===== src/rtl/cvs_pkg.sv =====
// Shared types, codes and constants of the 3x3 RGB stream convolver.
package cvs_pkg;

	localparam int MAX_WIDTH_DEF  = 1024;
	localparam int MAX_HEIGHT_DEF = 1024;
	localparam int COEF_BITS_DEF  = 16;

	localparam int CH_W        = 8;
	localparam int PIX_W       = 3 * CH_W;
	localparam int TAP_SLOT    = 16;
	localparam int SUM_W       = 28;
	localparam int CFG_DATA_W  = 48;
	localparam int CFG_IDX_W   = 3;
	localparam int DIM_W       = 11;
	localparam int STRIDE_W    = 4;
	localparam int QUEUE_DEPTH = 8;

	localparam int RST_WIDTH    = 640;
	localparam int RST_HEIGHT   = 480;
	localparam int RST_STRIDE   = 1;
	// middle row, right slot
	localparam int RST_UNIT_TAP = 5;

	typedef enum logic [CFG_IDX_W-1:0] {
		CFG_COEF_TOP = 3'd0,
		CFG_COEF_MID = 3'd1,
		CFG_COEF_BOT = 3'd2,
		CFG_WIDTH    = 3'd3,
		CFG_HEIGHT   = 3'd4,
		CFG_STRIDE   = 3'd5
	} cfg_idx_t;

	typedef enum logic {
		OP_PIXEL = 1'b0,
		OP_DRAIN = 1'b1
	} op_t;

	typedef logic signed [SUM_W-1:0] sum_t;

	typedef struct packed {
		logic emit;
		logic row_end;
		logic frame_end;
	} mark_t;

	typedef struct packed {
		sum_t sum_blue;
		sum_t sum_green;
		sum_t sum_red;
		logic row_end;
		logic frame_end;
	} result_t;

endpackage


===== src/rtl/cvs_lane.sv =====
// One channel lane: nine tap products, group sums and the window total.
module cvs_lane #(
	parameter int COEF_BITS = cvs_pkg::COEF_BITS_DEF
) (
	input  logic                             clk,
	input  logic [cvs_pkg::CH_W-1:0]         pix [9],
	input  logic signed [COEF_BITS-1:0]      tap [9],
	output cvs_pkg::sum_t                    sum
);

	localparam int PW = COEF_BITS + cvs_pkg::CH_W + 1;

	logic signed [PW-1:0]   prod_s2 [9];
	logic signed [PW+1:0]   grp_s3 [3];
	logic signed [PW+3:0]   total;

	always_ff @(posedge clk) begin
		for (int k = 0; k < 9; k++) begin
			prod_s2[k] <= $signed({1'b0, pix[k]}) * tap[k];
		end
	end

	always_ff @(posedge clk) begin
		for (int g = 0; g < 3; g++) begin
			grp_s3[g] <= (PW+2)'(prod_s2[3*g]) + (PW+2)'(prod_s2[3*g+1])
				+ (PW+2)'(prod_s2[3*g+2]);
		end
	end

	assign total = (PW+4)'(grp_s3[0]) + (PW+4)'(grp_s3[1]) + (PW+4)'(grp_s3[2]);

	always_ff @(posedge clk) begin
		sum <= cvs_pkg::SUM_W'(total);
	end

endmodule


===== config.mk =====
export PLATFORM = sky130hd
export DESIGN_NAME = cvs_lane
export DESIGN_NICKNAME = d
export VERILOG_FILES = /design/src/rtl/cvs_pkg.sv /design/src/rtl/cvs_lane.sv
export SDC_FILE = /design/constraint.sdc
export NUM_CORES = 2
export LEC_CHECK = 0
export BUFFER_PORTS_ARGS = -buffer_cell sky130_fd_sc_hd__buf_2
export CORE_UTILIZATION = 55
export DETAILED_ROUTE_END_ITERATION = 10
export GPL_ROUTABILITY_DRIVEN = 0
export GPL_TIMING_DRIVEN = 0
export PLACE_DENSITY = 0.75
export SLEW_MARGIN = 20
export SYNTH_ARGS = -nofsm -noshare
export SYNTH_HDL_FRONTEND = slang
export SYNTH_SLANG_ARGS = --single-unit

===== constraint.sdc =====
create_clock -name clk -period 5.85 [get_ports clk]
set_input_delay 1.17 -clock clk [delete_from_list [all_inputs] [get_ports clk]]
set_output_delay 1.17 -clock clk [all_outputs]
set_load 0.02 [all_outputs]

; ---- Yosys cells after proc, flatten, opt, wreduce, memory -nomap -nowiden
; Memories as Yosys holds them, arrays and structs flattened.
; Cells that the tools add are included.
[word_totals]
reg_bits = 28
ram_bits = 306
in_bits = 217
out_inout_bits = 28
elab_cells = 20
n_memories = 2
[memory_table]
columns = memory, depth, width, read_ports, rd_ports_with_merged_regs, write_ports, line_no
row1 = prod_s2, 9, 25, 9, 0, 9, cvs_lane.sv:13  ; logic signed [PW-1:0] prod_s2 [9];
row2 = grp_s3, 3, 27, 3, 0, 3, cvs_lane.sv:14  ; logic signed [PW+1:0] grp_s3 [3];
[op_classes]
n_addsub = 8
n_mul = 9
[ops]
columns = operator, count
row1 = multiplier 9 x 16 -> 25 bit, 9
row2 = adder 26 x 25 -> 27 bit, 3
row3 = adder 25 x 25 -> 26 bit, 3
row4 = adder 27 x 27 -> 28 bit, 1
row5 = adder 28 x 27 -> 28 bit, 1

; ---- Logic depth before layout (Yosys ltp)
[logic_depth]
ltp_word = 2
mapped_depth = 20
mapped_depth_nobuf = 19

; ---- Worst setup path after synthesis
; Ideal clock, no wire load.
[synth_path]
path_kind = input-to-reg
from = input port pix[48] (netlist bit)
to = memory prod_s2[0][74] (netlist bit)
setup_ns = 0.073
arrival_ns = 5.648
required_time_ns = 5.777
setup_slack_ns = 0.129
cell_stages = 18
n_path_buf = 1
cell_sequence = clkbuf_1 nand2_1 fa_1 inv_1 fa_1 fa_1 inv_1 fa_1 inv_1 ha_1 a21oi_2 o221ai_2 a22oi_2 a21oi_1 o31a_1 or4_4 a2111o_1 o211ai_2
[synth_rtl]
columns = item, line_no
row1 = "start, declared", cvs_lane.sv:6  ; input logic [cvs_pkg::CH_W-1:0] pix [9],
row2 = "end, declared", cvs_lane.sv:13

==> metrics <==
skew final=0.03469 ns; Clock Latency Late Sink=0.57 ns; Final Hold Fails=0; final antenna-violating net count=0; layout cells sized above 1=5.588%; Synth-to-Final Area Change=7.318%; Seq/Total Area, Yosys=12.17%; Die Wd=318.0 um; Slew Viols, Final=0; first-pass GRT wire length=207,400 um; crit start category=input port; H-Tree Depth=2; Chip Height=318.0 um; CTS buffer count=36; Synth Instances=5,977; instance area after placement=57,760 um^2; Worst Path Required=6.28 ns; initial antenna violation count=19; async set-reset flop share out of synthesis=0%; yosys warns=0; IO buf count=243; nets=8,010; Root Buffer=clkbuf_16; number of max-cap violations=0; Post-Syn Area=54,930 um^2; initial drt markers=2,307; RSZ-0062 raised after global routing=no; Rel. slew slack=47.58%; HP Class=register to register; clk slew on worst S/H paths=0.06 ns; die area=101,100 um^2; status=complete, no violations; via count=39,700; Final Critical Period=5.621 ns; Final Cycle Share=96.08%; post-synth net total=7,769; number of global-route vias before repair=41,910; Max FO, Critical Path=16; Remaining Overflow, GRT=0; Setup Viol. Count Final=0; placed insts=7,507; kind of critical path=input port to register; Site Rows=115; WL final=121,200 um; Worst Hold Slack=0.5658 ns; Post-synth EDFFs=0; largest net degree at the start of global routing=17; synthesized area per cell=9.191 um^2; CP endpoint kind=register; hold_buf cts=0; TritonCTS Sinks=334; Tot GR Track Use=25.25%; via/cell ratio=5.260; dpl hpwl=107,100 um; CTS tree=yes; first drt pass iteration count=7; Finished Cell Area=58,950 um^2; core footprint=98,710 um^2; Data arrival, critical path=6.05 ns; Least-Margin Pin Slew=0.7797 ns; Yosys cell types=79; fillers=8,523; FF+latch count, synth=334; Avg WL per Cell=16.06 um; initial core utilization=55.65%; highest clock rate=177.9 MHz; Remaining DRCs=0; Post-Layout Cell Count=7,548; Synth Flop Type=dfxtp_1; maximum clock path buffer count=3; total I/O pin count=245
-- through the flow --
step                      TNS (ns)  worst slack [ns]  util, %
after floorplan                  0            0.1291        -
after global placement      -20.17           -0.9276    58.52
after detailed placement    -23.66           -0.9195    58.52
after CTS                        0          0.004185    59.70
after global routing             0          0.007062    59.72
final                            0            0.2291    59.72
-- kinds of logic after synthesis --
| family | Yosys count | synth area share (%) |
|---|---|---|
| flip-flops | 334 | 12.17 |
| AND/OR/NAND/NOR | 1590 | 14.73 |
| buffers and inverters | 1479 | 10.11 |
| XOR/XNOR | 290 | 4.624 |
| multiplexers | 2 | 0.03644 |
| AO/OA/AOI/OAI | 707 | 8.464 |
| adder cells (fa/ha/maj) | 1575 | 49.87 |
-- final cells by class --
cell class / count / area, um^2 / share of cell area (%)
multi-input cells: 4164 / 42770 / 72.54
flip-flops and latches: 334 / 6686 / 11.34
inverters: 1391 / 5221 / 8.857
well taps: 1287 / 1610 / 2.731
repair buffers: 244 / 1244 / 2.110
clock buffers: 48 / 996.0 / 1.689
clock inverters: 17 / 212.7 / 0.3608
plain buffers: 47 / 176.4 / 0.2993
diodes: 16 / 40.04 / 0.06792
-- timing repair --
| item | in CTS | in global routing |
|---|---|---|
| pin swaps | 0 | 1 |
| setup endpoints to repair | 10 | 32 |
| buffers inserted | 0 | 1 |
| resized for setup | 3 | 17 |
-- Yosys cell counts (all sizes together) (5+ instances only) --
| cell type | instances | area [um^2] |
|---|---|---|
| a211o | 8 | 70.07 |
| nand2b | 25 | 156.4 |
| a2111o | 5 | 56.30 |
| o21ai | 118 | 598.1 |
| o31a | 7 | 61.31 |
| xor2 | 77 | 674.4 |
| and4 | 5 | 43.79 |
| clkbuf | 88 | 330.3 |
| a21o | 128 | 960.9 |
| a31o | 6 | 52.55 |
| a221oi | 5 | 50.04 |
| ha | 551 | 6894 |
| a2111oi | 15 | 157.7 |
| o21bai | 30 | 225.2 |
| and2 | 652 | 4079 |
| and3 | 29 | 181.4 |
| or3 | 7 | 43.79 |
| a221o | 5 | 50.05 |
| a41oi | 5 | 43.79 |
| or2 | 6 | 37.54 |
| xnor2 | 213 | 1866 |
| nor2 | 107 | 401.6 |
| a31oi | 24 | 162.7 |
| a21oi | 236 | 1196 |
| nor2b | 35 | 219.0 |
| o31ai | 12 | 90.09 |
| o21a | 31 | 232.7 |
| nand3 | 44 | 220.2 |
| o211ai | 17 | 132.6 |
| inv | 1391 | 5221 |
| nand2 | 615 | 2308 |
| nand4 | 16 | 100.1 |
| nor3 | 31 | 155.2 |
| fa | 1024 | 20500 |
| a41o | 5 | 50.05 |
| dfxtp | 334 | 6686 |
| a211oi | 21 | 167.7 |
-- worst max-delay path, stage by stage --
cell      delay [ns]
clkbuf_4        0.23
and2_1          0.20
inv_1           0.07
fa_1            0.50
inv_1           0.05
fa_1            0.48
fa_1            0.55
inv_1           0.05
fa_1            0.50
inv_1           0.05
ha_1            0.36
a21o_1          0.21
a211o_1         0.32
or3_1           0.34
o221a_4         0.25
a221o_1         0.33
a21oi_2         0.18
xnor2_2         0.18
-- sequential cells by signal, indices dropped and copies added, names as in the netlist --
signal,count
grp_s3,81
sum,28
prod_s2,225
-- cell usage in the layout, fill, tap and decap left out, types with 29 or more instances in the layout --
| cell type | count |
|---|---|
| inv_1 | 1391 |
| nor2b_1 | 35 |
| buf_2 | 235 |
| and3_1 | 29 |
| xnor2_1 | 211 |
| a21o_1 | 128 |
| o21a_1 | 31 |
| o21ai_0 | 109 |
| nand2_1 | 615 |
| and2_1 | 652 |
| clkbuf_16 | 36 |
| o21bai_1 | 30 |
| nor3_1 | 31 |
| dfxtp_1 | 334 |
| ha_1 | 551 |
| a21oi_1 | 232 |
| xor2_1 | 76 |
| fa_1 | 1024 |
| clkbuf_1 | 54 |
| nor2_1 | 107 |
| nand3_1 | 44 |
-- layer usage --
layer,global-route usage (%),vias up,part of all wire (%)
met2,43.57,985,49
met3,3.630,185,5.5
met1,33.16,19790,42
li1,-,18740,-
met5,0,-,0.011
met4,6.817,2,2.8
-- final timing paths --
check	from	endpoint	slack [ns]	cells after the start
max	pix[65]	prod_s2[0][23]	0.23	18
min reg2reg	prod_s2[0][200]	grp_s3[0][54]	0.57	3
max reg2reg	prod_s2[0][151]	grp_s3[0][79]	2.41	11
min	prod_s2[0][200]	grp_s3[0][54]	0.57	3
Power is not shown: default switching activity piles up to over one toggle a cycle in this logic, so the estimate is an artifact.
