### src/rtl/cvs_pkg.sv
// Shared types, codes and constants of the 3x3 RGB stream convolver.
package cvs_pkg;

	localparam int MAX_WIDTH_DEF  = 1024;
	localparam int MAX_HEIGHT_DEF = 1024;
	localparam int COEF_BITS_DEF  = 16;

	localparam int CH_W        = 8;
	localparam int PIX_W       = 3 * CH_W;
	localparam int TAP_SLOT    = 16;
	localparam int SUM_W       = 28;
	localparam int CFG_DATA_W  = 48;
	localparam int CFG_IDX_W   = 3;
	localparam int DIM_W       = 11;
	localparam int STRIDE_W    = 4;
	localparam int QUEUE_DEPTH = 8;

	localparam int RST_WIDTH    = 640;
	localparam int RST_HEIGHT   = 480;
	localparam int RST_STRIDE   = 1;
	// middle row, right slot
	localparam int RST_UNIT_TAP = 5;

	typedef enum logic [CFG_IDX_W-1:0] {
		CFG_COEF_TOP = 3'd0,
		CFG_COEF_MID = 3'd1,
		CFG_COEF_BOT = 3'd2,
		CFG_WIDTH    = 3'd3,
		CFG_HEIGHT   = 3'd4,
		CFG_STRIDE   = 3'd5
	} cfg_idx_t;

	typedef enum logic {
		OP_PIXEL = 1'b0,
		OP_DRAIN = 1'b1
	} op_t;

	typedef logic signed [SUM_W-1:0] sum_t;

	typedef struct packed {
		logic emit;
		logic row_end;
		logic frame_end;
	} mark_t;

	typedef struct packed {
		sum_t sum_blue;
		sum_t sum_green;
		sum_t sum_red;
		logic row_end;
		logic frame_end;
	} result_t;

endpackage

### src/rtl/cvs_res_queue.sv
// Result queue between the lane pipeline and the result channel.
module cvs_res_queue #(
	parameter int DEPTH = cvs_pkg::QUEUE_DEPTH,
	localparam int PB = $clog2(DEPTH),
	localparam int CB = $clog2(DEPTH + 1)
) (
	input  logic                clk,
	input  logic                arst_n,
	input  logic                push,
	input  cvs_pkg::result_t    wdata,
	input  logic                pop,
	output logic                valid,
	output cvs_pkg::result_t    rdata
);

	cvs_pkg::result_t   mem_q [DEPTH];
	logic [PB-1:0]      wr_ptr_q;
	logic [PB-1:0]      rd_ptr_q;
	logic [CB-1:0]      cnt_q;

	always_ff @(posedge clk) begin
		if (push) begin
			mem_q[wr_ptr_q] <= wdata;
		end
	end

	always_ff @(posedge clk or negedge arst_n) begin
		if (!arst_n) begin
			wr_ptr_q <= '0;
			rd_ptr_q <= '0;
			cnt_q    <= '0;
		end else begin
			if (push) begin
				wr_ptr_q <= (wr_ptr_q == PB'(DEPTH - 1)) ? '0 : wr_ptr_q + PB'(1);
			end
			if (pop) begin
				rd_ptr_q <= (rd_ptr_q == PB'(DEPTH - 1)) ? '0 : rd_ptr_q + PB'(1);
			end
			cnt_q <= cnt_q + CB'(push) - CB'(pop);
		end
	end

	assign valid = (cnt_q != '0);
	assign rdata = mem_q[rd_ptr_q];

endmodule

### config.mk
export PLATFORM = sky130hd
export DESIGN_NAME = cvs_res_queue
export DESIGN_NICKNAME = d
export VERILOG_FILES = /design/src/rtl/cvs_pkg.sv /design/src/rtl/cvs_res_queue.sv
export SDC_FILE = /design/constraint.sdc
export NUM_CORES = 1
export LEC_CHECK = 0
export ABC_CLOCK_PERIOD_IN_PS = 6850
export BUFFER_PORTS_ARGS = -buffer_cell sky130_fd_sc_hd__buf_2
export CAP_MARGIN = 20
export CORE_ASPECT_RATIO = 0.6
export CORE_MARGIN = 1
export CORE_UTILIZATION = 35
export DETAILED_ROUTE_END_ITERATION = 7
export SLEW_MARGIN = 0
export SYNTH_ARGS = -nofsm -noshare
export SYNTH_HDL_FRONTEND = slang
export SYNTH_SLANG_ARGS = --single-unit
export TNS_END_PERCENT = 1
### constraint.sdc
create_clock -name clk -period 6.85 [get_ports clk]
set_input_delay 0 -clock clk [delete_from_list [all_inputs] [get_ports clk]]
set_output_delay 0 -clock clk [all_outputs]
set_load 0.005 [all_outputs]
# Yosys cells after proc, flatten, opt, wreduce, memory -nomap -nowiden
# Memory sizes are Yosys's and may differ from the RTL's.
# Cells that the tools add are included.
[word_totals] ramBits=688 inputBits=90 word_cells=15 output_inout_bits=87 memories=1 reg_bits=10
[op_classes] reduce_logical=1 n_eq_ne=2 muxes=4 n_addsub=4
[mem_list] memory="mem_q" depth=8 word_bits=86 rd=1 rd_clocked_by_memory_dff=0 write_ports=1 line="cvs_res_queue.sv:16" source="cvs_pkg::result_t mem_q [DEPTH];"
[op_table] cell="3-bit by 1-bit adder with 3-bit output (second input constant)" n=2
[op_table] cell="3-bit equality test (second input constant)" n=2
[op_table] cell="3-bit 2-to-1 mux" n=2
[op_table] cell="4-bit by 1-bit adder with 4-bit output" n=1
[op_table] cell="4-bit nonzero test" n=1
[op_table] cell="4-bit by 1-bit subtractor with 4-bit output" n=1
[op_table] cell="1-bit 2-to-1 mux" n=2

# Longest topological paths before layout
[depth] word_depth=2 depth_mapped=7 mapped_depth_nobuf=7

# Worst setup path after synthesis
# Ideal clock, no wire load.
[synth_timing] kind="reg-to-reg" start="reg wr_ptr_q[2]" end="mem mem_q[0][0] in the netlist's numbering, enable pin" stages_incl_launch_ff=3 t_arrival_ns=6.399 required_ns=6.214 n_path_buf=0 period_less_slack_ns=7.035 setup_slack_ns=-0.185 setup_time_ns=0.636 path_cell_list="dfrtp_1 -> nand2b_1 -> nor3_1"
[synth_lines] element="start: declaration" line="cvs_res_queue.sv:17" source="logic [PB-1:0] wr_ptr_q;"
[synth_lines] element="start signal: assignment" line="cvs_res_queue.sv:34" source="wr_ptr_q <= (wr_ptr_q == PB'(DEPTH - 1)) ? '0 : wr_ptr_q + PB'(1);"
[synth_lines] element="end: declaration" line="cvs_res_queue.sv:16"
# No word-level cell before the write port.

==> results.md <==
* RSZ-0062 raised after global routing: false
* Hold_ws at 0.201 ns
* Nets at roughly 1600
* Worst setup SP type: flip-flop
* Yosys reg bits at between 600 and 700
* Clk_skew at about 0.023 ns
* Post-Route WL at 56.6 mm
* XOR/XNOR Fraction of Synth Area at 0.000662
* Std-Cell Core Area at roughly 74000 um^2
* Crit Reg-Reg Startpoint: wr_ptr_q[2]
* Netlist cell types at 22
* Pleak at around 11 nW
* Maximum root-to-sink buffer count at 3
* Worst r2r dst: mem_q[3][34]
* Syn. warnings at 0
* Simple-Gate Fraction of Synth Area at 0.0398
* CTS H-tree lvls at 3
* Synth Instances at around 1200
* Reg2Reg Depth at 4
* Clk sink count at about 700
* Comb pwr share at 0.276
* Layout cells sized above 1 at 0.304
* Worst Hold End: mem_q[5][82]
* Hold Startpoint: wdata[82]
* Port Buffers at around 180
* Mapped Area at 26400 um^2
* Root Driver: clkbuf_16
* Worst-Margin Slew at 1.00 ns
* Max_cap viols at 0
* CTS clk-pin slew, worst paths at 0.06 ns
* Clock latency on the worst-skew pair at 0.61 ns
* Placer Congestion at slightly below 0.7
* DP Area at approximately 28000 um^2
* Area added between synthesis and finish at 19.6%
* Iteration-0 DRC Markers at a little over 1000
* Largest net degree at the start of global routing at 89
* Synth top area cells: edfxtp_1, mux4_2, nand2_1
* Final setup fails at 0
* Clock power frac at 0.290
* Post-DP HPWL at around 29 mm
* Vias per cell at 4.89
* Sw Pwr at 3.85 mW
* Slew Limit Fails at 0
* Status: complete, no violations
* Syn nets at between 1000 and 1500
* Grt ovf at 0
* Die Y at between 200 and 250 um
* Yosys top cell area share at 0.781
* Switch share at 0.295
* Quantity of gates resized following cts at 0
* Fin. Hold Viols at 0
* Rows at 77
* Via count at roughly 13000
* Chip width at roughly 360 um
* R2R setup slack at 4.15 ns
* Routed len/inst at 22.0 um
* Full die area at around 77000 um^2
* Final Critical Period at around 3.6 ns
* Crit path DAT at approximately 3.7 ns
* Cell Int Power at 9.21 mW
* CP max FO at 48
* Sequential share of the synthesized area at 0.791
* Placed cell count at 2360
* Final period utilization at 0.532
* Yosys top cell by area: edfxtp_1
* Largest family of logic cells by synthesized area: multiplexers
* Post-Layout Inst Area at 31600 um^2
* First-pass GRT wire length at approximately 86 mm
* Synth Area in Compound Gates at 0.000852
* Crit. End Element: output pin
* Peak VDD IR at around 0.29 mV
* Min-delay worst type: input pin to flip-flop
* DRC violations left at 0
* Worst EP required at about 6.9 ns
* Io pins at approximately 180
* Mux cell area share after synthesis at 0.148
* Cell Pwr Density at between 400 and 500 nW/um^2
* Hold depth at 2
* CTS tree: built
* Vias in the first global route at around 13000
* Adder-Cell Fraction of Synth Area at 0.00502
* Initial Utilization at 0.356
* Setup Crit Path Kind: flip-flop to output pin
* Avg Inst Size Synth at roughly 21 um^2
* Gr usage total at 0.151
* Routed Antenna Nets at 0
* CTS Buf Count at 69
* Finished Layout Cells at ~2600
* Antenna violations before repair at 4
* Fin util at 0.426
* Fmax at approximately 270 MHz
* Reg power frac at 0.434
* Slew HR at 0.332
* DR pass1 iterations at 7
[worst max-delay path by stage]
| stage | slack (ns) | end | depth (start not counted) | startpoint |
|---|---|---|---|---|
| floorplan | -0.11 | mem_q[4][0] | 1 | wr_ptr_q[1] |
| global placement | 3.79 | rdata[74] | 6 | rd_ptr_q[2] |
| detailed placement | 3.76 | rdata[74] | 6 | rd_ptr_q[2] |
| CTS | 3.09 | rdata[74] | 6 | rd_ptr_q[2] |
| global route | 2.93 | rdata[74] | 5 | rd_ptr_q[0] |
| finish | 3.20 | rdata[74] | 6 | rd_ptr_q[2] |
[logic make-up after synthesis]
group,count (synthesis)
flops,698
simple gates,276
mux,176
buf+inv,66
fa+ha+maj,10
compound gates,4
xor+xnor,2
[flip-flops by register name, summed over array words and instances (netlist names)]
| name | cells |
|---|---|
| cnt_q | 4 |
| mem_q | 688 |
| rd_ptr_q | 3 |
| wr_ptr_q | 3 |
[cell type report]
type                    instances  area [um^2]
repair buffers                289         1970
clock buffers                  89         1860
inverters                       8         32.5
diodes                          1         2.50
flip-flops and latches        698        20900
clock inverters                35          393
multi-input cells             468         5200
well taps                     987         1230
fillers                      6458        42600
[timing repair]
| item | in CTS | in global routing |
|---|---|---|
| endpoints found under the setup margin | 0 | 0 |
| hold buffers | 90 | 0 |
| endpoints found under the hold margin | 706 | 0 |
| buffers inserted | 0 | 0 |
[Yosys cell counts]
master    number
edfxtp_1     688
nand2_1      261
mux4_2       172
clkbuf_1      25
buf_6         18
buf_1         10
dfrtp_1       10
ha_1           9
nor2_1         8
inv_1          7
buf_2          5
mux2_2         4
nand2b_1       2
nand3b_1       2
nor3_1         2
o21ai_0        2
xor2_1         2
a21o_1         1
a21oi_1        1
clkinv_1       1
fa_1           1
nand3_1        1
[power groups by stage]
stage	Combinational [mW]	Clock, mW	Sequential, mW
after floorplan	2.52	0	5.59
after detailed placement	3.68	0	5.77
after CTS	3.74	3.90	5.68
final	3.60	3.79	5.66
after global placement	3.66	0	5.74
after global routing	3.98	4.06	5.73
[placed cells by master (no fill, tap or decap), types with 7 or more instances in the layout]
| master | netlist | final |
|---|---|---|
| bufinv_16 | 0 | 8 |
| inv_1 | 7 | 7 |
| dfrtp_1 | 10 | 7 |
| buf_2 | 5 | 176 |
| buf_4 | 0 | 22 |
| clkbuf_16 | 0 | 71 |
| clkbuf_1 | 25 | 16 |
| nand2_1 | 261 | 261 |
| mux4_2 | 172 | 172 |
| edfxtp_1 | 688 | 688 |
| clkinv_1 | 1 | 13 |
| dlygate4sd3_1 | 0 | 90 |
| ha_1 | 9 | 9 |
[worst max-delay path, cell delays in order (launching register included)]
cell and delay, ns:
dfrtp_4 0.95, buf_4 0.53, buf_4 0.65, mux4_2 0.41
nand2_1 0.08, nand2_1 0.16, buf_2 0.18
[routing by layer]
| layer | global-route usage | wire length, um | share of wire | vias up |
|---|---|---|---|---|
| met1 | 0.217 | 26200 | 0.46 | 6667 |
| met3 | 0.0314 | 2680 | 0.047 | 72 |
| li1 | - | - | - | 5561 |
| met2 | 0.237 | 26600 | 0.47 | 281 |
| met5 | 0 | 12 | 0.00021 | - |
| met4 | 0.0370 | 993 | 0.018 | 2 |
[metrics by stage]
step	TNS, ns	setup slack (ns)	total power [mW]
6_report	0	3.20	13.1
5_1_grt	0	2.93	13.8
4_1_cts	0	3.09	13.3
3_5_place_dp	0	3.76	9.46
3_3_place_gp	0	3.79	9.40
2_1_floorplan	-9.82	-0.114	8.11
Power figures use the tool's default switching activity.
