**config.mk**
```make
export PLATFORM = sky130hd
export DESIGN_NAME = cvs_pos
export DESIGN_NICKNAME = d
export VERILOG_FILES = /design/src/rtl/cvs_pkg.sv /design/src/rtl/cvs_pos.sv
export SDC_FILE = /design/constraint.sdc
export NUM_CORES = 1
export LEC_CHECK = 0
export BUFFER_PORTS_ARGS = -buffer_cell sky130_fd_sc_hd__buf_2
export CAP_MARGIN = 30
export CORE_MARGIN = 2
export CORE_UTILIZATION = 34
export CTS_CLUSTER_SIZE = 16
export DETAILED_ROUTE_END_ITERATION = 10
export PLACE_DENSITY_LB_ADDON = 0.25
export SKIP_CTS_REPAIR_TIMING = 1
export SYNTH_ARGS = -nofsm -noshare
export SYNTH_HDL_FRONTEND = slang
export SYNTH_SLANG_ARGS = --single-unit
```
**constraint.sdc**
```tcl
create_clock -name clk -period 8.2 [get_ports clk]
set_input_delay 1.64 -clock clk [delete_from_list [all_inputs] [get_ports clk]]
set_output_delay 1.64 -clock clk [all_outputs]
set_load 0.01 [all_outputs]
```
**src/rtl/cvs_pkg.sv**
```systemverilog
// Shared types, codes and constants of the 3x3 RGB stream convolver.
package cvs_pkg;

	localparam int MAX_WIDTH_DEF  = 1024;
	localparam int MAX_HEIGHT_DEF = 1024;
	localparam int COEF_BITS_DEF  = 16;

	localparam int CH_W        = 8;
	localparam int PIX_W       = 3 * CH_W;
	localparam int TAP_SLOT    = 16;
	localparam int SUM_W       = 28;
	localparam int CFG_DATA_W  = 48;
	localparam int CFG_IDX_W   = 3;
	localparam int DIM_W       = 11;
	localparam int STRIDE_W    = 4;
	localparam int QUEUE_DEPTH = 8;

	localparam int RST_WIDTH    = 640;
	localparam int RST_HEIGHT   = 480;
	localparam int RST_STRIDE   = 1;
	// middle row, right slot
	localparam int RST_UNIT_TAP = 5;

	typedef enum logic [CFG_IDX_W-1:0] {
		CFG_COEF_TOP = 3'd0,
		CFG_COEF_MID = 3'd1,
		CFG_COEF_BOT = 3'd2,
		CFG_WIDTH    = 3'd3,
		CFG_HEIGHT   = 3'd4,
		CFG_STRIDE   = 3'd5
	} cfg_idx_t;

	typedef enum logic {
		OP_PIXEL = 1'b0,
		OP_DRAIN = 1'b1
	} op_t;

	typedef logic signed [SUM_W-1:0] sum_t;

	typedef struct packed {
		logic emit;
		logic row_end;
		logic frame_end;
	} mark_t;

	typedef struct packed {
		sum_t sum_blue;
		sum_t sum_green;
		sum_t sum_red;
		logic row_end;
		logic frame_end;
	} result_t;

endpackage

```
**src/rtl/cvs_pos.sv**
```systemverilog
// Output position check: stride hits and row/frame end marks over two stages.
module cvs_pos #(
	parameter int MAX_WIDTH  = cvs_pkg::MAX_WIDTH_DEF,
	parameter int MAX_HEIGHT = cvs_pkg::MAX_HEIGHT_DEF,
	localparam int VB = ($clog2(MAX_WIDTH) > $clog2(MAX_HEIGHT)) ?
		$clog2(MAX_WIDTH) : $clog2(MAX_HEIGHT),
	localparam int WB = $clog2(MAX_WIDTH + 1),
	localparam int HB = $clog2(MAX_HEIGHT + 1)
) (
	input  logic                            clk,
	input  logic                            fire,
	input  logic [VB-1:0]                   r,
	input  logic [VB-1:0]                   c,
	input  logic [cvs_pkg::STRIDE_W-1:0]    stride,
	input  logic [WB-1:0]                   w_c,
	input  logic [HB-1:0]                   h_c,
	output cvs_pkg::mark_t                  mark
);

	localparam int K     = VB + 4;
	localparam int MB    = K + 1;
	localparam int TWO_K = 1 << K;

	localparam logic [MB-1:0] RECIP [16] = '{
		MB'(TWO_K),            MB'(TWO_K),            MB'((TWO_K + 1) / 2),
		MB'((TWO_K + 2) / 3),  MB'((TWO_K + 3) / 4),  MB'((TWO_K + 4) / 5),
		MB'((TWO_K + 5) / 6),  MB'((TWO_K + 6) / 7),  MB'((TWO_K + 7) / 8),
		MB'((TWO_K + 8) / 9),  MB'((TWO_K + 9) / 10), MB'((TWO_K + 10) / 11),
		MB'((TWO_K + 11) / 12), MB'((TWO_K + 12) / 13), MB'((TWO_K + 13) / 14),
		MB'((TWO_K + 14) / 15)
	};

	logic [VB+MB-1:0]   rp_s2;
	logic [VB+MB-1:0]   cp_s2;
	logic [VB-1:0]      r_s2;
	logic [VB-1:0]      c_s2;
	logic               fire_s2;
	logic [VB-1:0]      rq;
	logic [VB-1:0]      cq;
	logic               rhit;
	logic               chit;
	logic               r_last;
	logic               c_last;

	always_ff @(posedge clk) begin
		rp_s2   <= r * RECIP[stride];
		cp_s2   <= c * RECIP[stride];
		r_s2    <= r;
		c_s2    <= c;
		fire_s2 <= fire;
	end

	always_comb begin
		rq     = rp_s2[K +: VB];
		cq     = cp_s2[K +: VB];
		rhit   = ((VB+4)'(rq) * (VB+4)'(stride)) == (VB+4)'(r_s2);
		chit   = ((VB+4)'(cq) * (VB+4)'(stride)) == (VB+4)'(c_s2);
		r_last = ((VB+1)'(r_s2) + (VB+1)'(stride)) >= (VB+1)'(h_c);
		c_last = ((VB+1)'(c_s2) + (VB+1)'(stride)) >= (VB+1)'(w_c);
	end

	always_ff @(posedge clk) begin
		mark.emit      <= fire_s2 && rhit && chit;
		mark.row_end   <= chit && c_last;
		mark.frame_end <= chit && c_last && rhit && r_last;
	end

endmodule

```
* Word level (Yosys, flattened, before mapping)
Memory sizes are Yosys's and may differ from the RTL's.
Cells that the tools add are included.
** Cells by class
- $lt $le $gt $ge :: 3
- Eq/ne operators :: 2
- Multiply operators :: 4
- Bitwise logic cells :: 1
- Add/sub/neg operators :: 2
- Reduce and logical (&&, ||, !) cells :: 5
- Muxes and demuxes :: 2
** Operators with widths (number)
- multiplier 10 x 15 -> 24 bit :: 2
- 2-to-1 mux 15 bit :: 2
- equality test 14 x 10 -> 1 bit :: 2
- multiplier 10 x 4 -> 14 bit :: 2
- adder 10 x 4 -> 11 bit :: 2
- greater-or-equal comparator 11 bit :: 2
- greater-or-equal comparator 5 bit, second input constant :: 1
- logical AND 1 bit :: 5
- inverter 4 -> 5 bit :: 1
** Word-level totals
- Input port bits :: 48
- ROM bits :: 240
- Output and inout bits :: 3
- Memories kept :: 1
- Register bits after elaboration :: 72
- Logic and storage cells :: 28
** Memory list
- (no name shown) :: words 16, width 15, rd ports 1, clocked after Yosys merged registers in 0, wr ports 0, line cvs_pos.sv:47 : cp_s2 <= c * RECIP[stride];

* Logic depth before layout (Yosys ltp)
Gate-level depths: netlist of run 1.
- Depth in word-level cells :: 5
- Gate-level depth with buffers :: 28
- Gate-level depth less buffers :: 26

* Least setup slack after synthesis of run 1
OpenSTA, ideal clock, no wires.
- Kind :: input-to-reg
- Start :: in stride[1] (netlist name)
- End :: reg rp_s2[23]
- Library setup time :: 0.072 ns
- Required time :: 8.128 ns
- Arrival :: 7.777 ns
- Slack :: 0.351 ns
- Cell stages on the path :: 27
- Buffers on the path :: 2
- Cell sequence :: clkbuf_1 -> inv_1 -> ha_1 -> nand2_1 -> nand2_1 -> clkbuf_1 -> nand2_1 -> fa_1 -> inv_1 -> fa_1 -> inv_1 -> fa_1 -> inv_1 -> fa_1 -> inv_1 -> fa_1 -> inv_1 -> ha_1 -> a2111oi_0 -> o211ai_1 -> a311oi_2 -> nor3b_1 -> a31o_2 -> o41a_1 -> a211o_1 -> a21oi_2 -> xnor2_1
** Between the ends
- Word-level cells in the longest chain between the ends :: 5
** RTL lines
- from (decl) :: line cvs_pos.sv:14 : input logic [cvs_pkg::STRIDE_W-1:0] stride,
- inverter 4 -> 5 bit (not written as such) :: line cvs_pos.sv:46 : rp_s2 <= r * RECIP[stride];
- memory read (16 x 15 bit)
- 2-to-1 mux 15 bit (2 in a row)
- multiplier 10 x 15 -> 24 bit :: line cvs_pos.sv:46
- to (signal assigned) :: line cvs_pos.sv:46
- to (decl) :: line cvs_pos.sv:33 : logic [VB+MB-1:0] rp_s2;
No other way between the ends. The select of a mux whose other input is x is not followed.

* Final worst setup path of run 1
Ends and elaborated chain as after synthesis.

==> impl_metrics.tcl, run 1 <==
set metrics [dict create \
    outcome "finished, final reports clean" \
    p_leak_nw 7.59 \
    switchingPower_w 0.00161 \
    die_w_um 202 \
    htreeDepth 2 \
    die_h_um 202 \
    hold_violations 0 \
    dominantRegCellSynth "dfxtp_1" \
    path_class "in -> reg" \
    stdcell_count 2054 \
    crit_required_ns 8.43 \
    cts_buffer_depth 2 \
    drt_pre_antenna_iters 5 \
    start_util_pct 34.5 \
    cts.reportedPaths.clkPinSlew_ns 0.07 \
    powerDensity_nw_per_um2 227 \
    portBuffers 50 \
    cts_tree "built" \
    globalplace.congestion 0.840 \
    period_minus_slack_ns 7.76 \
    sw_frac_of_total_pct 49.0 \
    async_reset_ff_share_pct 0 \
    layout-drive-gt1-share_pct 7.29 \
    drv_slew 0 \
    max_slew_margin_pct 41.7 \
    placed_cell_area_um2 14300 \
    core_um2 38600 \
    drtIter0Drc 480 \
    syn-cell-area_um2 13300 \
    vias 9843 \
    vias_per_cell 4.79 \
    cts_sinks 44 \
    yosysTopAreaCell "fa_1" \
    synth_cells 1505 \
    routed_wl_um 33100 \
    cp-start-kind "input pin" \
    wl_per_cell_um 16.1 \
    grt_start_max_net_pins 26 \
    syn2layout_area_growth_pct 8.86 \
    syn-mean-instance-area_um2 8.86 \
    cts_root_buffer "clkbuf_16" \
    synth-seq-area-share_pct 6.60 \
    seqPwrFrac_pct 9.8 \
    antenna_cells 0 \
    ys.warnings.count 0 \
    clock_latency_ns 0.31 \
    fin_nets 2000 \
    rsz0062_at_grt "no" \
    drt.antenna.violating_nets 0 \
    cap_violations 0 \
    die_area_um2 40800 \
    final.setup_skew_ns 0.00716 \
    drcViolationCount 0 \
    grt_pass1_wl_um 56300 \
    crit_path_end_kind "flip-flop" \
    netlist_top_cells_area "fa_1 35%, ha_1 17%, and2_1 11%" \
    postLayoutCellArea_um2 14500 \
    p_int_w 0.00168 \
    grt_usage_pct 17.2 \
    cts_buffers 5 \
    finalCritPeriodShare_pct 94.7 \
    synth_top_area_share_pct 35.1 \
    dp_cells 2047 \
    p_clk_share_pct 8.1 \
    grt_pass1_vias 10700 \
    synth_edf_count 0 \
    fmax_mhz 129 \
    core.rowCount 72 \
    final.setup.tns_ns 0 \
    pwr-share-comb_pct 82.1 \
    dp_hpwl_um 26900 \
    synth.distinct_cells 56 \
    worstMarginPinSlew_ns 0.853 \
    worstPathArrival_ns 7.99 \
    crit_fanout 10 \
    irDropWorstVdd_uv 111 \
    setup_violations 0 \
    io_pins 51 \
    hold_class "reg -> reg" \
    antenna_found_initial 3 \
    synth_nets 1969 \
    grt_overflow 0 \
    synth-seq-cells 44 \
]
## final timing paths
check / cells after the start / endpoint / from / slack, ns
setup / recovery: 26 / rp_s2[23] / stride[1] / 0.44
setup reg to reg: 13 / mark[0] / cp_s2[20] / 3.48
hold reg to reg: 1 / mark[2] / fire_s2 / 0.46
hold / removal: 1 / mark[2] / fire_s2 / 0.46
## Yosys cell counts, types with 3 or more instances
cell and instances:
a2111oi_0 6, o21a_1 8, o211ai_1 5, ha_1 182, nor2b_1 10, fa_1 234
a21oi_1 43, nor2_1 35, a21o_1 23, nand4_1 9, inv_1 253, xnor2_1 44
nand3_1 7, dfxtp_1 44, mux2i_1 3, a211o_1 3, clkbuf_1 62, nor3_1 9
o21bai_1 3, xor2_1 29, and2_1 227, a31oi_1 4, a211oi_1 6, nand2_1 177
nor4bb_1 3, o21ai_0 29, nand2b_1 9
## flip-flops by register name, indices dropped and copies added (netlist names)
| signal | count |
|---|---|
| rp_s2 | 10 |
| mark | 3 |
| cp_s2 | 10 |
| fire_s2 | 1 |
| r_s2 | 10 |
| c_s2 | 10 |
## cells in the final DEF, fill, tap and decap left out, types with 5 or more instances in the layout
master and n:
a2111oi_0 5, a211oi_1 6, a21o_1 23, a21oi_1 42, and2_1 227, buf_2 50
buf_4 35, clkbuf_16 5, dfxtp_1 44, fa_1 234, ha_1 181, inv_1 253
nand2_1 177, nand2b_1 9, nand3_1 7, nand4_1 9, nor2_1 35, nor2b_1 10
nor3_1 8, o211ai_1 5, o21a_1 8, o21ai_0 23, o21ai_1 5, xnor2_1 44
xor2_1 29
## power by group through the flow
stage / sequential, W / combinational [W] / clock [W]
after floorplan: 0.000302 / 0.00213 / 0
after global placement: 0.000326 / 0.00267 / 0
after detailed placement: 0.000328 / 0.00269 / 0
after CTS: 0.000323 / 0.00272 / 0.000275
after global routing: 0.000330 / 0.00317 / 0.000281
final: 0.000322 / 0.00271 / 0.000266
## cells by family after synthesis
| kind of cell | after synthesis | synth area share [%] |
|---|---|---|
| AOI/OAI and AO/OA | 148 | 7.33 |
| xor gates and xnor gates | 73 | 4.79 |
| adders and majority gates | 417 | 52.3 |
| buffers and inverters | 317 | 8.93 |
| DFF | 44 | 6.60 |
| muxes | 6 | 0.563 |
| and+or+nand+nor | 500 | 19.5 |
## final cells by class
cell class                      count  area [um^2]
Fill cell                        3888        24100
Multi-Input combinational cell   1144        11300
Inverter                          254          953
Sequential cell                    44          881
Tap cell                          518          648
Timing Repair Buffer               87          553
Clock buffer                        5          125
Clock inverter                      2         60.1
## per-layer routing
metal | global-route usage (%) | part of all wire, % | wire (um) | vias up
met5 | 0 | 0.082 | 27 | -
met3 | 2.13 | 4.0 | 1320 | 20
li1 | - | - | - | 4728
met2 | 28.9 | 47 | 15400 | 157
met1 | 23.9 | 48 | 16000 | 4934
met4 | 3.68 | 1.1 | 372 | 4
## worst max-delay path, stage by stage
cell and delay [ns]:
buf_2 0.20, inv_1 0.11, ha_1 0.22, mux2_2 0.27, nor2_1 0.14, a21oi_1 0.09
buf_4 0.21, buf_4 0.16, and2_1 0.17, fa_1 0.50, fa_1 0.58, fa_1 0.43
fa_1 0.49, inv_1 0.05, fa_1 0.47, inv_1 0.04, ha_1 0.30, a21oi_2 0.16
o211ai_1 0.12, a311oi_2 0.30, nor3b_1 0.12, a31o_2 0.28, o41a_1 0.36, a211o_1 0.31
a21oi_2 0.15, xnor2_1 0.13
## metrics by stage
| stage | hold WS (ns) | setup WS (ns) | util, % | total power (W) |
|---|---|---|---|---|
| 5_1_grt | 0.485 | 0.000554 | 37.6 | 0.00378 |
| 4_1_cts | 0.470 | 0.295 | 37.5 | 0.00332 |
| 3_3_place_gp | 0.423 | 0.116 | 37.1 | 0.00299 |
| 3_5_place_dp | 0.447 | -0.00579 | 37.1 | 0.00302 |
| 6_report | 0.457 | 0.438 | 37.6 | 0.00329 |
| 2_1_floorplan | 0.406 | 0.351 | - | 0.00243 |
Note: power is estimated with default switching activity, not from simulation.
==> run 2: changes to the inputs <==
==> constraint.sdc (replaced) <==
create_clock -name clk -period 8.3 [get_ports clk]
set_input_delay 1.66 -clock clk [delete_from_list [all_inputs] [get_ports clk]]
set_output_delay 1.66 -clock clk [all_outputs]
set_load 0.01 [all_outputs]
==> run 2 against run 1 <==
  * Sequential share of layout area barely moved
  * Setup slack improved by 0.11 ns
  * Utilization barely moved
  * Total power is 2.0% lower
  * Sequential cell count unchanged
  * Count of clock-buffer cells in the layout grew 1
  * Worst hold slack lost 0.019 ns
  * Largest power group unchanged
  * Highest routed layer unchanged
==> impl_metrics.tcl, run 2 (same netlist as run 1, synthesis figures left out) <==
set metrics [dict create \
    layout_commonest_cell "inv_1" \
    cts_buffer_depth 2 \
    powerDensity_nw_per_um2 223 \
    drt.antenna.violating_nets 0 \
    die_w_um 202 \
    cts_tree "built" \
    hold_depth 1 \
    grt_pass1_vias 10800 \
    final.setup.tns_ns 0 \
    layout_common_cells "253 x inv_1, 234 x fa_1, 227 x and2_1" \
    syn2layout_area_growth_pct 8.78 \
    wl_per_cell_um 16.2 \
    met3_usage_pct 2.13 \
    vias 9853 \
    met2_usage_pct 28.6 \
    grt_use_met1_pct 24.1 \
    busiest_layer "met2" \
    drt_pre_antenna_iters 5 \
    period_minus_slack_ns 7.76 \
    p_leak_nw 7.58 \
    rr_worst_depth 13 \
    rrSetupSlack_ns 3.45 \
    clock_latency_ns 0.31 \
    drcViolationCount 0 \
    path_class "in -> reg" \
    vias_per_cell 4.80 \
    io_pins 51 \
    r2r-start "cp_s2[20]" \
    core_um2 38600 \
    grt_usage_pct 17.3 \
    portBuffers 50 \
    max_slew_margin_pct 39.3 \
    worstMarginPinSlew_ns 0.910 \
    crit_fanout 16 \
    layout-drive-gt1-share_pct 7.04 \
    crit_path_end_kind "flip-flop" \
    fmax_mhz 129 \
    crit_path_end "cp_s2[23]" \
    final.setup_skew_ns 0.00711 \
    drtIter0Drc 394 \
    cts.reportedPaths.clkPinSlew_ns 0.07 \
    cap_violations 0 \
    grt_pass1_wl_um 56300 \
    globalplace.congestion 0.838 \
    die_area_um2 40800 \
    cp-startpoint "stride[2]" \
    outcome "finished, final reports clean" \
    grt_overflow 0 \
    drv_slew 0 \
    rsz0062_at_grt "no" \
    irDropWorstVdd_uv 115 \
    setup_violations 0 \
    fin_nets 1998 \
    die_h_um 202 \
    cts_sinks 44 \
    total_power_w 0.00323 \
    dp_hpwl_um 26700 \
    cp-start-kind "input pin" \
    start_util_pct 34.5 \
    crit_required_ns 8.49 \
    hold_class "reg -> reg" \
    worstPathArrival_ns 7.95 \
    grt_start_max_net_pins 26 \
    routed_wl_um 33200 \
    finalCritPeriodShare_pct 93.4 \
    hold_violations 0 \
    cts_buffers 5 \
    htreeDepth 2 \
    cts_root_buffer "clkbuf_16" \
    antenna_cells 0 \
    antenna_found_initial 2 \
    core.rowCount 72 \
    r2r-end "mark[0]" \
]
[run 2: layout make-up]
class | count | area (um^2)
Multi-Input combinational cell | 1144 | 11300
Sequential cell | 44 | 881
Timing Repair Buffer | 85 | 563
Fill cell | 3866 | 24100
Clock inverter | 2 | 38.8
Inverter | 254 | 953
Clock buffer | 6 | 139
Tap cell | 518 | 648
[run 2: worst max-delay path, stage by stage]
cell     delay (ns)
buf_2          0.28
buf_4          0.27
nand2_1        0.10
a21oi_1        0.71
nand2_1        0.18
fa_1           0.57
inv_1          0.05
fa_1           0.48
fa_1           0.50
fa_1           0.50
inv_1          0.05
fa_1           0.47
inv_1          0.04
ha_1           0.31
nand4_1        0.14
nor2_1         0.15
o21ai_0        0.20
o311a_1        0.43
nor3_1         0.30
o21a_1         0.19
or3_1          0.13
a31oi_1        0.10
xnor2_1        0.12
[run 2: metal layers]
layer | share of wire [%] | wire length, um
met1 | 48 | 16000
met2 | 46 | 15200
met3 | 4.1 | 1360
met4 | 1.9 | 621
met5 | 0.063 | 21
[run 2: per-stage QoR]
stage / utilization [%] / setup WS, ns / cells / area, um^2 / hold slack (ns)
after CTS: 37.5 / 0.544 / 2053 / 14500 / 0.443
after floorplan: - / 0.431 / 1505 / 13300 / 0.406
after global placement: 37.1 / 0.262 / 2045 / 14300 / 0.424
after global routing: 37.6 / 0.0412 / 2053 / 14500 / 0.479
after detailed placement: 37.1 / 0.220 / 2045 / 14300 / 0.420
final: 37.6 / 0.544 / 2053 / 14500 / 0.438
[run 2: how the worst min path moves through the flow]
stage	from	end	slack [ns]
after floorplan	fire_s2	mark[2]	0.41
after global placement	fire_s2	mark[2]	0.42
after detailed placement	fire_s2	mark[2]	0.42
after CTS	fire_s2	mark[2]	0.44
after global routing	fire_s2	mark[2]	0.48
final	fire_s2	mark[2]	0.44
[run 2: power breakdown]
part           switching [W]  leakage (nW)  internal (W)
Sequential         0.0000495         0.369      0.000270
Combinational        0.00145          7.13       0.00122
Clock              0.0000936        0.0871      0.000151
